[src/rtl/rate_monotonic_tick_scheduler_assert.svh]
// assertion macros for the rate monotonic tick scheduler
// used by the rtl file that carries concurrent assertions; no other dependencies
`ifndef RATE_MONOTONIC_TICK_SCHEDULER_ASSERT_SVH
`define RATE_MONOTONIC_TICK_SCHEDULER_ASSERT_SVH
`ifndef NO_ASSERTIONS
// consequent must hold in the same cycle as the antecedent
`define RMTS_ASSERT_SAME(lbl, clk, rst_n, ante, cons) \
  lbl: assert property (@(posedge clk) disable iff (!rst_n) (ante) |-> (cons)) \
    else $error("rmts assertion failed");
// consequent must hold in the cycle after the antecedent
`define RMTS_ASSERT_NEXT(lbl, clk, rst_n, ante, cons) \
  lbl: assert property (@(posedge clk) disable iff (!rst_n) (ante) |=> (cons)) \
    else $error("rmts assertion failed");
`else
`define RMTS_ASSERT_SAME(lbl, clk, rst_n, ante, cons)
`define RMTS_ASSERT_NEXT(lbl, clk, rst_n, ante, cons)
`endif
`endif

[src/rtl/rmts_pkg.sv]
// shared types and constants for the rate monotonic tick scheduler
// no dependencies; used by the scheduler and rmts_mod rtl files, not by rmts_ram
package rmts_pkg;

  localparam int NUM_ENTRIES = 16;
  localparam int IDX_W       = $clog2(NUM_ENTRIES);
  localparam int CNT_W       = 5;
  localparam int DATA_W      = 16;
  localparam int TIME_W      = 32;

  // input word modes
  localparam logic [1:0] MODE_LOAD    = 2'd0;
  localparam logic [1:0] MODE_TICK    = 2'd1;
  localparam logic [1:0] MODE_RESTART = 2'd2;

  typedef struct packed {
    logic [1:0]        mode;
    logic [IDX_W-1:0]  task_index;
    logic [DATA_W-1:0] compute_time;
    logic [DATA_W-1:0] period;
  } in_word_t;

  typedef struct packed {
    logic [TIME_W-1:0] tick_time;
    logic              running;
    logic [CNT_W-1:0]  task_number;
  } out_word_t;

  // task table entry, written by loads only
  typedef struct packed {
    logic [DATA_W-1:0] compute;
    logic [DATA_W-1:0] period;
  } tbl_entry_t;

  // per-task run state: remaining work and phase of the upcoming tick
  typedef struct packed {
    logic [DATA_W-1:0] rem;
    logic [DATA_W-1:0] phase;
  } st_entry_t;

  // status of the modulo unit
  typedef struct packed {
    logic busy;
    logic done;
  } mod_stat_t;

  typedef enum logic [2:0] {
    ST_IDLE,
    ST_READ,
    ST_EVAL,
    ST_MOD,
    ST_UPD,
    ST_FIN
  } sched_state_t;

endpackage

[src/rtl/rate_monotonic_tick_scheduler.sv]
// load and restart words are done in the idle state; a tick scans the n active tasks
// by a sequential read-modify-write of the task state ram, one entry at a time.
// an entry whose phase is unknown (after a load or a task_count write) also passes
// through the bit-serial remainder unit. results sit in an output register, 1 word deep.
// synchronous active-low reset: task_count 1, time 0, all remaining work 0; no clear pass.
`include "rate_monotonic_tick_scheduler_assert.svh"
module rate_monotonic_tick_scheduler (
  input  logic                       clk,
  input  logic                       rst_n,
  input  logic                       in_valid,
  output logic                       in_ready,
  input  rmts_pkg::in_word_t         in_data,
  output logic                       out_valid,
  input  logic                       out_ready,
  output rmts_pkg::out_word_t        out_data,
  input  logic                       cfg_we,
  input  logic [rmts_pkg::CNT_W-1:0] cfg_wdata
);

  localparam int N  = rmts_pkg::NUM_ENTRIES;
  localparam int IW = rmts_pkg::IDX_W;
  localparam int CW = rmts_pkg::CNT_W;
  localparam int DW = rmts_pkg::DATA_W;
  localparam int TW = rmts_pkg::TIME_W;

  rmts_pkg::sched_state_t state_r, state_nxt;
  logic [CW-1:0]       tc_r, tc_nxt;
  logic [TW-1:0]       time_r, time_nxt;
  logic [N-1:0]        st_vld_r, st_vld_nxt;
  logic [N-1:0]        ph_vld_r, ph_vld_nxt;
  logic [IW-1:0]       idx_r, idx_nxt;
  logic                found_r, found_nxt;
  logic                out_valid_r, out_valid_nxt;
  logic                use_mod_r, use_mod_nxt;
  logic [IW-1:0]       best_r, best_nxt;
  logic [DW-1:0]       best_p_r, best_p_nxt;
  logic [DW-1:0]       best_rem_r, best_rem_nxt;
  logic [DW-1:0]       best_ph_r, best_ph_nxt;
  rmts_pkg::out_word_t out_data_r, out_data_nxt;

  logic                 tbl_we;
  rmts_pkg::tbl_entry_t tbl_wdata, tbl_rd;
  logic                 st_we;
  logic [IW-1:0]        st_waddr;
  rmts_pkg::st_entry_t  st_wdata, st_rd;
  logic                 mod_start;
  rmts_pkg::mod_stat_t  mod_stat;
  logic [DW-1:0]        mod_rem;

  logic [CW-1:0] n_act;
  logic          last_entry;
  logic [DW-1:0] rem_cur, phase_cur, rem_new, phase_next;
  logic [DW:0]   phase_inc;
  logic          releases, fin_go;

  // task table and run state memories, both read at the scan index
  rmts_ram #(.WIDTH(2 * DW), .DEPTH(N)) u_tbl_ram (
    .clk   (clk),
    .we    (tbl_we),
    .waddr (in_data.task_index),
    .wdata (tbl_wdata),
    .raddr (idx_r),
    .rdata (tbl_rd)
  );

  rmts_ram #(.WIDTH(2 * DW), .DEPTH(N)) u_st_ram (
    .clk   (clk),
    .we    (st_we),
    .waddr (st_waddr),
    .wdata (st_wdata),
    .raddr (idx_r),
    .rdata (st_rd)
  );

  // phase recovery when the stored phase is unknown
  rmts_mod u_mod (
    .clk      (clk),
    .rst_n    (rst_n),
    .start    (mod_start),
    .dividend (time_r),
    .divisor  (tbl_rd.period),
    .stat     (mod_stat),
    .rem      (mod_rem)
  );

  assign tbl_wdata.compute = in_data.compute_time;
  assign tbl_wdata.period  = in_data.period;

  // active entry count, saturated at the table depth
  assign n_act      = (tc_r > CW'(N)) ? CW'(N) : tc_r;
  assign last_entry = (CW'(idx_r) + CW'(1)) == n_act;

  // per-entry release and phase advance
  assign rem_cur    = st_vld_r[idx_r] ? st_rd.rem : '0;
  assign phase_cur  = use_mod_r ? mod_rem : (st_vld_r[idx_r] ? st_rd.phase : '0);
  assign releases   = (tbl_rd.period != '0) && (phase_cur == '0);
  assign rem_new    = releases ? tbl_rd.compute : rem_cur;
  assign phase_inc  = {1'b0, phase_cur} + (DW + 1)'(1);
  assign phase_next = ((time_r == '1) || (phase_inc == {1'b0, tbl_rd.period}))
                      ? '0 : phase_inc[DW-1:0];

  assign fin_go = (state_r == rmts_pkg::ST_FIN) && (!out_valid_r || out_ready);

  // sequencer: next state and datapath controls
  always_comb begin
    state_nxt     = state_r;
    tc_nxt        = tc_r;
    time_nxt      = time_r;
    st_vld_nxt    = st_vld_r;
    ph_vld_nxt    = ph_vld_r;
    idx_nxt       = idx_r;
    found_nxt     = found_r;
    out_valid_nxt = out_valid_r;
    use_mod_nxt   = use_mod_r;
    best_nxt      = best_r;
    best_p_nxt    = best_p_r;
    best_rem_nxt  = best_rem_r;
    best_ph_nxt   = best_ph_r;
    out_data_nxt  = out_data_r;
    tbl_we        = 1'b0;
    st_we         = 1'b0;
    st_waddr      = idx_r;
    st_wdata.rem  = rem_new;
    st_wdata.phase = phase_next;
    mod_start     = 1'b0;

    if (out_valid_r && out_ready) begin
      out_valid_nxt = 1'b0;
    end

    case (state_r)
      rmts_pkg::ST_IDLE: begin
        if (in_valid) begin
          case (in_data.mode)
            rmts_pkg::MODE_LOAD: begin
              tbl_we                         = 1'b1;
              st_vld_nxt[in_data.task_index] = 1'b0;
              ph_vld_nxt[in_data.task_index] = 1'b0;
            end
            rmts_pkg::MODE_TICK: begin
              found_nxt = 1'b0;
              idx_nxt   = '0;
              state_nxt = (n_act == '0) ? rmts_pkg::ST_FIN : rmts_pkg::ST_READ;
            end
            rmts_pkg::MODE_RESTART: begin
              st_vld_nxt = '0;
              ph_vld_nxt = '1;
              time_nxt   = '0;
            end
            default: begin
            end
          endcase
        end
      end
      rmts_pkg::ST_READ: begin
        state_nxt = rmts_pkg::ST_EVAL;
      end
      rmts_pkg::ST_EVAL: begin
        if ((tbl_rd.period != '0) && !ph_vld_r[idx_r]) begin
          mod_start   = 1'b1;
          use_mod_nxt = 1'b1;
          state_nxt   = rmts_pkg::ST_MOD;
        end else begin
          use_mod_nxt = 1'b0;
          state_nxt   = rmts_pkg::ST_UPD;
        end
      end
      rmts_pkg::ST_MOD: begin
        if (mod_stat.done) begin
          state_nxt = rmts_pkg::ST_UPD;
        end
      end
      rmts_pkg::ST_UPD: begin
        st_we             = 1'b1;
        st_vld_nxt[idx_r] = 1'b1;
        if (tbl_rd.period != '0) begin
          ph_vld_nxt[idx_r] = 1'b1;
        end
        // shortest period wins, ties to the lower entry
        if ((rem_new != '0) && (!found_r || (tbl_rd.period < best_p_r))) begin
          found_nxt    = 1'b1;
          best_nxt     = idx_r;
          best_p_nxt   = tbl_rd.period;
          best_rem_nxt = rem_new;
          best_ph_nxt  = phase_next;
        end
        if (last_entry) begin
          state_nxt = rmts_pkg::ST_FIN;
        end else begin
          idx_nxt   = idx_r + IW'(1);
          state_nxt = rmts_pkg::ST_READ;
        end
      end
      rmts_pkg::ST_FIN: begin
        if (fin_go) begin
          st_waddr       = best_r;
          st_wdata.rem   = best_rem_r - DW'(1);
          st_wdata.phase = best_ph_r;
          st_we          = found_r;
          out_valid_nxt  = 1'b1;
          out_data_nxt.tick_time   = time_r;
          out_data_nxt.running     = found_r;
          out_data_nxt.task_number = found_r ? (CW'(best_r) + CW'(1)) : '0;
          time_nxt       = time_r + TW'(1);
          found_nxt      = 1'b0;
          state_nxt      = rmts_pkg::ST_IDLE;
        end
      end
      default: begin
        state_nxt = rmts_pkg::ST_IDLE;
      end
    endcase

    // task count write: every stored phase becomes unknown
    if (cfg_we) begin
      tc_nxt     = cfg_wdata;
      ph_vld_nxt = '0;
    end
  end

  // control state
  always_ff @(posedge clk) begin
    if (!rst_n) begin
      state_r     <= rmts_pkg::ST_IDLE;
      tc_r        <= CW'(1);
      time_r      <= '0;
      st_vld_r    <= '0;
      ph_vld_r    <= '1;
      idx_r       <= '0;
      found_r     <= 1'b0;
      out_valid_r <= 1'b0;
    end else begin
      state_r     <= state_nxt;
      tc_r        <= tc_nxt;
      time_r      <= time_nxt;
      st_vld_r    <= st_vld_nxt;
      ph_vld_r    <= ph_vld_nxt;
      idx_r       <= idx_nxt;
      found_r     <= found_nxt;
      out_valid_r <= out_valid_nxt;
    end
  end

  // datapath
  always_ff @(posedge clk) begin
    use_mod_r  <= use_mod_nxt;
    best_r     <= best_nxt;
    best_p_r   <= best_p_nxt;
    best_rem_r <= best_rem_nxt;
    best_ph_r  <= best_ph_nxt;
    out_data_r <= out_data_nxt;
  end

  assign in_ready  = (state_r == rmts_pkg::ST_IDLE);
  assign out_valid = out_valid_r;
  assign out_data  = out_data_r;

  // checks
  `RMTS_ASSERT_NEXT(a_fin_loads_out, clk, rst_n, fin_go, out_valid_r)
  `RMTS_ASSERT_SAME(a_dec_nonzero, clk, rst_n, fin_go && found_r, best_rem_r != '0)
  `RMTS_ASSERT_SAME(a_scan_in_range, clk, rst_n, state_r == rmts_pkg::ST_UPD, CW'(idx_r) < n_act)
  `RMTS_ASSERT_SAME(a_mod_wait, clk, rst_n, state_r == rmts_pkg::ST_MOD, mod_stat.busy || mod_stat.done)

endmodule

[src/rtl/rmts_ram.sv]
// generic single write port, single read port ram with registered read data
// no package dependencies
module rmts_ram #(
  parameter int WIDTH = 32,
  parameter int DEPTH = 16,
  parameter int AW    = $clog2(DEPTH)
) (
  input  logic             clk,
  input  logic             we,
  input  logic [AW-1:0]    waddr,
  input  logic [WIDTH-1:0] wdata,
  input  logic [AW-1:0]    raddr,
  output logic [WIDTH-1:0] rdata
);

  logic [WIDTH-1:0] mem [DEPTH];

  // write port
  always_ff @(posedge clk) begin
    if (we) begin
      mem[waddr] <= wdata;
    end
  end

  // read port, registered read data
  always_ff @(posedge clk) begin
    rdata <= mem[raddr];
  end

endmodule

[src/rtl/rmts_mod.sv]
// iterative remainder unit: 32-bit time modulo 16-bit period, one bit per cycle
// depends on rmts_pkg
module rmts_mod (
  input  logic                      clk,
  input  logic                      rst_n,
  input  logic                      start,
  input  logic [rmts_pkg::TIME_W-1:0] dividend,
  input  logic [rmts_pkg::DATA_W-1:0] divisor,
  output rmts_pkg::mod_stat_t       stat,
  output logic [rmts_pkg::DATA_W-1:0] rem
);

  localparam int STEP_W = $clog2(rmts_pkg::TIME_W);

  logic                        busy_r, busy_nxt;
  logic                        done_r, done_nxt;
  logic [STEP_W-1:0]           cnt_r, cnt_nxt;
  logic [rmts_pkg::TIME_W-1:0] dvd_r, dvd_nxt;
  logic [rmts_pkg::DATA_W-1:0] dvs_r, dvs_nxt;
  logic [rmts_pkg::DATA_W-1:0] rem_r, rem_nxt;
  logic [rmts_pkg::DATA_W:0]   shifted;
  logic [rmts_pkg::DATA_W:0]   diff;

  // one restoring step
  assign shifted = {rem_r, dvd_r[rmts_pkg::TIME_W-1]};
  assign diff    = shifted - {1'b0, dvs_r};

  always_comb begin
    busy_nxt = busy_r;
    done_nxt = 1'b0;
    cnt_nxt  = cnt_r;
    dvd_nxt  = dvd_r;
    dvs_nxt  = dvs_r;
    rem_nxt  = rem_r;
    if (start) begin
      busy_nxt = 1'b1;
      cnt_nxt  = '0;
      dvd_nxt  = dividend;
      dvs_nxt  = divisor;
      rem_nxt  = '0;
    end else if (busy_r) begin
      rem_nxt = diff[rmts_pkg::DATA_W] ? shifted[rmts_pkg::DATA_W-1:0]
                                       : diff[rmts_pkg::DATA_W-1:0];
      dvd_nxt = {dvd_r[rmts_pkg::TIME_W-2:0], 1'b0};
      cnt_nxt = cnt_r + STEP_W'(1);
      if (cnt_r == STEP_W'(rmts_pkg::TIME_W - 1)) begin
        busy_nxt = 1'b0;
        done_nxt = 1'b1;
      end
    end
  end

  // control state
  always_ff @(posedge clk) begin
    if (!rst_n) begin
      busy_r <= 1'b0;
      done_r <= 1'b0;
    end else begin
      busy_r <= busy_nxt;
      done_r <= done_nxt;
    end
  end

  // datapath
  always_ff @(posedge clk) begin
    cnt_r <= cnt_nxt;
    dvd_r <= dvd_nxt;
    dvs_r <= dvs_nxt;
    rem_r <= rem_nxt;
  end

  assign stat.busy = busy_r;
  assign stat.done = done_r;
  assign rem       = rem_r;

endmodule

[config.mk]
export PLATFORM = sky130hd
export DESIGN_NAME = rate_monotonic_tick_scheduler
export DESIGN_NICKNAME = d
export VERILOG_FILES = /design/src/rtl/rmts_pkg.sv /design/src/rtl/rate_monotonic_tick_scheduler.sv /design/src/rtl/rmts_ram.sv /design/src/rtl/rmts_mod.sv
export VERILOG_INCLUDE_DIRS = /design/src /design/src/rtl
export SDC_FILE = /design/constraint.sdc
export NUM_CORES = 2
export LEC_CHECK = 0
export ABC_AREA = 1
export BUFFER_PORTS_ARGS = -buffer_cell sky130_fd_sc_hd__buf_2
export CAP_MARGIN = 20
export CELL_PAD_IN_SITES_DETAIL_PLACEMENT = 0
export CELL_PAD_IN_SITES_GLOBAL_PLACEMENT = 1
export CORE_UTILIZATION = 35
export CTS_CLUSTER_DIAMETER = 60
export CTS_CLUSTER_SIZE = 16
export DETAILED_ROUTE_END_ITERATION = 8
export GPL_ROUTABILITY_DRIVEN = 0
export PLACE_DENSITY_LB_ADDON = 0.1
export SETUP_SLACK_MARGIN = 0.02
export SLEW_MARGIN = 20
export SYNTH_ARGS = -nofsm -noshare
export SYNTH_HDL_FRONTEND = slang
export SYNTH_SLANG_ARGS = --single-unit
[constraint.sdc]
create_clock -name clk -period 6.1 [get_ports clk]
set_input_delay 0.61 -clock clk [delete_from_list [all_inputs] [get_ports clk]]
set_output_delay 0.61 -clock clk [all_outputs]
set_load 0.1 [all_outputs]
==> reports/qor.csv <==
metric,value,unit
hold_viol_final,0,
slew_violations,0,
grt_max_degree,193,
setup_violations,0,
status,completed,
die_area,155000,um2
numPortBuffers,87,
clkSlewWorstSetupHoldPaths,70,ps
placedInstanceArea,56900,um2
drt_iter0_drc,2635,
start_util,0.354,
synthFlopType,edfxtp_1,
synthTopCellsByArea,"edfxtp_1, dfxtp_1, o21ai_0",
dp_hpwl,95100,um
htree_levels,4,
drt-pass1-iter-count,5,
final_cell_mix,"edfxtp_1, nor2_1, nand2_1",
syn-cell-area,53800,um2
rows,143,
viasPerCell,5.21,
p_leak,21.1,nW
setup_tns,0,ps
cts_setup_buffers,0,
fillers,14500,
yosys.area.top_type,edfxtp_1,
ys_seq_area_frac,0.710,
finalCriticalPeriod,5160,ps
yosys.area.top_type_share,0.649,
endpoint_kind,flip-flop,
synth_cell_types,54,
ys_warn_count,0,
grt_pass1_wl,240000,um
cts_made_buffers,130,
critPathKind,reg2reg,
synth_edf_count,1163,
synth.avg_cell_area,11.6,um2
ys_ff_latch,1328,
r2r_slack,940,ps
crit_arrival,5530,ps
reg2reg_depth,24,
synth_cells,4642,
die_h,394,um
nets,4793,
timing.rr.start,idx_r[0],
via_count,35600,
grt_pass1_vias,34000,
grt_setup_unrepaired,no,
fin_skew,51.5,ps
cts_hold_buf,0,
worstSetupEndpoint,best_rem_r[15],
synthArstFlopShare,0,
cts_tree,built,
min_path_type,in2reg,
final_common_cell,edfxtp_1,
grt_usage,0.209,
max_clock_freq,194,MHz
antenna_found_initial,13,
post-route-drc-count,0,
design_area,61200,um2
ir_drop,0.249,mV
cts.path.max_buffers,3,
post_cts_resized,0,
regArea,38200,um2
path_max_fanout,75,
syn_to_final_growth,13.6,%
drt_wl_total,165000,um
cap_violations,0,
worst_pin_slew,1070,ps
period_share,0.847,
drive_gt1_frac,0.102,
synth_fp_nets,4733,
clkSinkCount,1328,
antenna_left,0,
die_width,394,um
crit_path_start,idx_r[0],
slew_headroom,0.286,
wl_per_cell,24.2,um
grt_overflow,0,
core,152000,um2
io_pins,88,
clk_latency,760,ps
reg2reg_to,best_rem_r[15],
critical_path_required,6460,ps
critPathLaunchType,flip-flop,
cts-root-buf,clkbuf_16,
multi_input_area,13900,um2
power.density,405,nW/um2
[layer usage]
metal | vias up | track usage | wire length (um)
li1 | 16700 | - | -
met1 | 17900 | 0.308 | 79200
met2 | 809 | 0.328 | 75900
met3 | 177 | 0.0281 | 7460
met4 | 4 | 0.0459 | 2820
met5 | - | 0 | 25
[power by group]
| group | total (W) | internal [W] | leakage, nW | switching [W] |
|---|---|---|---|---|
| Sequential | 0.0115 | 0.0109 | 11.9 | 0.000587 |
| Clock | 0.00819 | 0.00456 | 2.07 | 0.00363 |
| Combinational | 0.00513 | 0.00139 | 7.06 | 0.00374 |
[registers in the layout, summed over array words and instances, names as in the netlist, 32 cells and up]
register	count
u_st_ram.mem	512
u_tbl_ram.mem	512
out_data	38
time_r	32
u_mod.dvd_r	32
u_st_ram.rdata	32
u_tbl_ram.rdata	32
[area by class of cell]
| cell class | instances | area share |
|---|---|---|
| Clock inverter | 67 | 0.0118 |
| Sequential cell | 1328 | 0.625 |
| Inverter | 275 | 0.0172 |
| Tap cell | 2030 | 0.0415 |
| Multi-Input combinational cell | 2785 | 0.226 |
| Timing Repair Buffer | 182 | 0.0198 |
| Clock buffer | 164 | 0.0583 |
| Antenna cell | 4 | 0.000164 |
[synth_stat cells (13+ instances only)]
master,instances
edfxtp_1,1163
nor2_1,715
nand2_1,653
o21ai_0,609
inv_1,264
o22ai_1,258
clkbuf_1,214
dfxtp_1,165
a21oi_1,104
nand4_1,92
nand3_1,85
ha_1,42
nor3_1,41
buf_1,26
nor2_2,18
o311ai_0,16
o32ai_1,16
xor2_1,13
[logic make-up after synthesis]
logic type | count (synthesis) | synth area share
AO/OA/AOI/OAI | 1058 | 0.109
adder cells (fa/ha/maj) | 43 | 0.0101
XOR/XNOR | 21 | 0.00342
AND/OR/NAND/NOR | 1663 | 0.129
flip-flops | 1328 | 0.710
buffers and inverters | 529 | 0.0382
[worst min-delay path by stage]
stage | from | to | slack (ps) | cells after the start
finish | cfg_wdata[0] | tc_r[0] | 110 | 3
global placement | time_r[31] | out_data[37] | 440 | 0
global route | cfg_wdata[0] | tc_r[0] | 100 | 3
detailed placement | time_r[31] | out_data[37] | 440 | 0
CTS | cfg_wdata[0] | tc_r[0] | 60 | 3
floorplan | idx_r[3] | best_r[3] | 400 | 0
[worst max-delay path, stage by stage (launching register included)]
cell and delay (ps):
dfxtp_4 960, nand2_1 140, nand3_1 120, nand2_1 80, nand2_1 100, nand2_4 90, nor2_8 360, o21ai_4 140
inv_2 120, ha_1 160, nand2_1 50, nor2_1 110, nand3_1 100, nor2_2 190, nand2_2 300, inv_2 320
nand2_1 90, nand2_1 120, nor2_1 60, nand2_1 80, nor2_1 40, nand2_1 140, nand2_1 110, nor2_4 100
buf_4 630
[through the flow]
stage	power [W]	util	setup slack, ps	cells	hold WS (ps)
final	0.0248	0.402	935	6835	110
after global routing	0.0259	0.402	455	6832	97.3
after CTS	0.0250	0.402	933	6830	60.6
after detailed placement	0.0168	0.373	967	6599	440
after global placement	0.0168	0.373	1000	6598	438
after floorplan	0.0147	-	975	4642	403
Power figures use the tool's default switching activity.
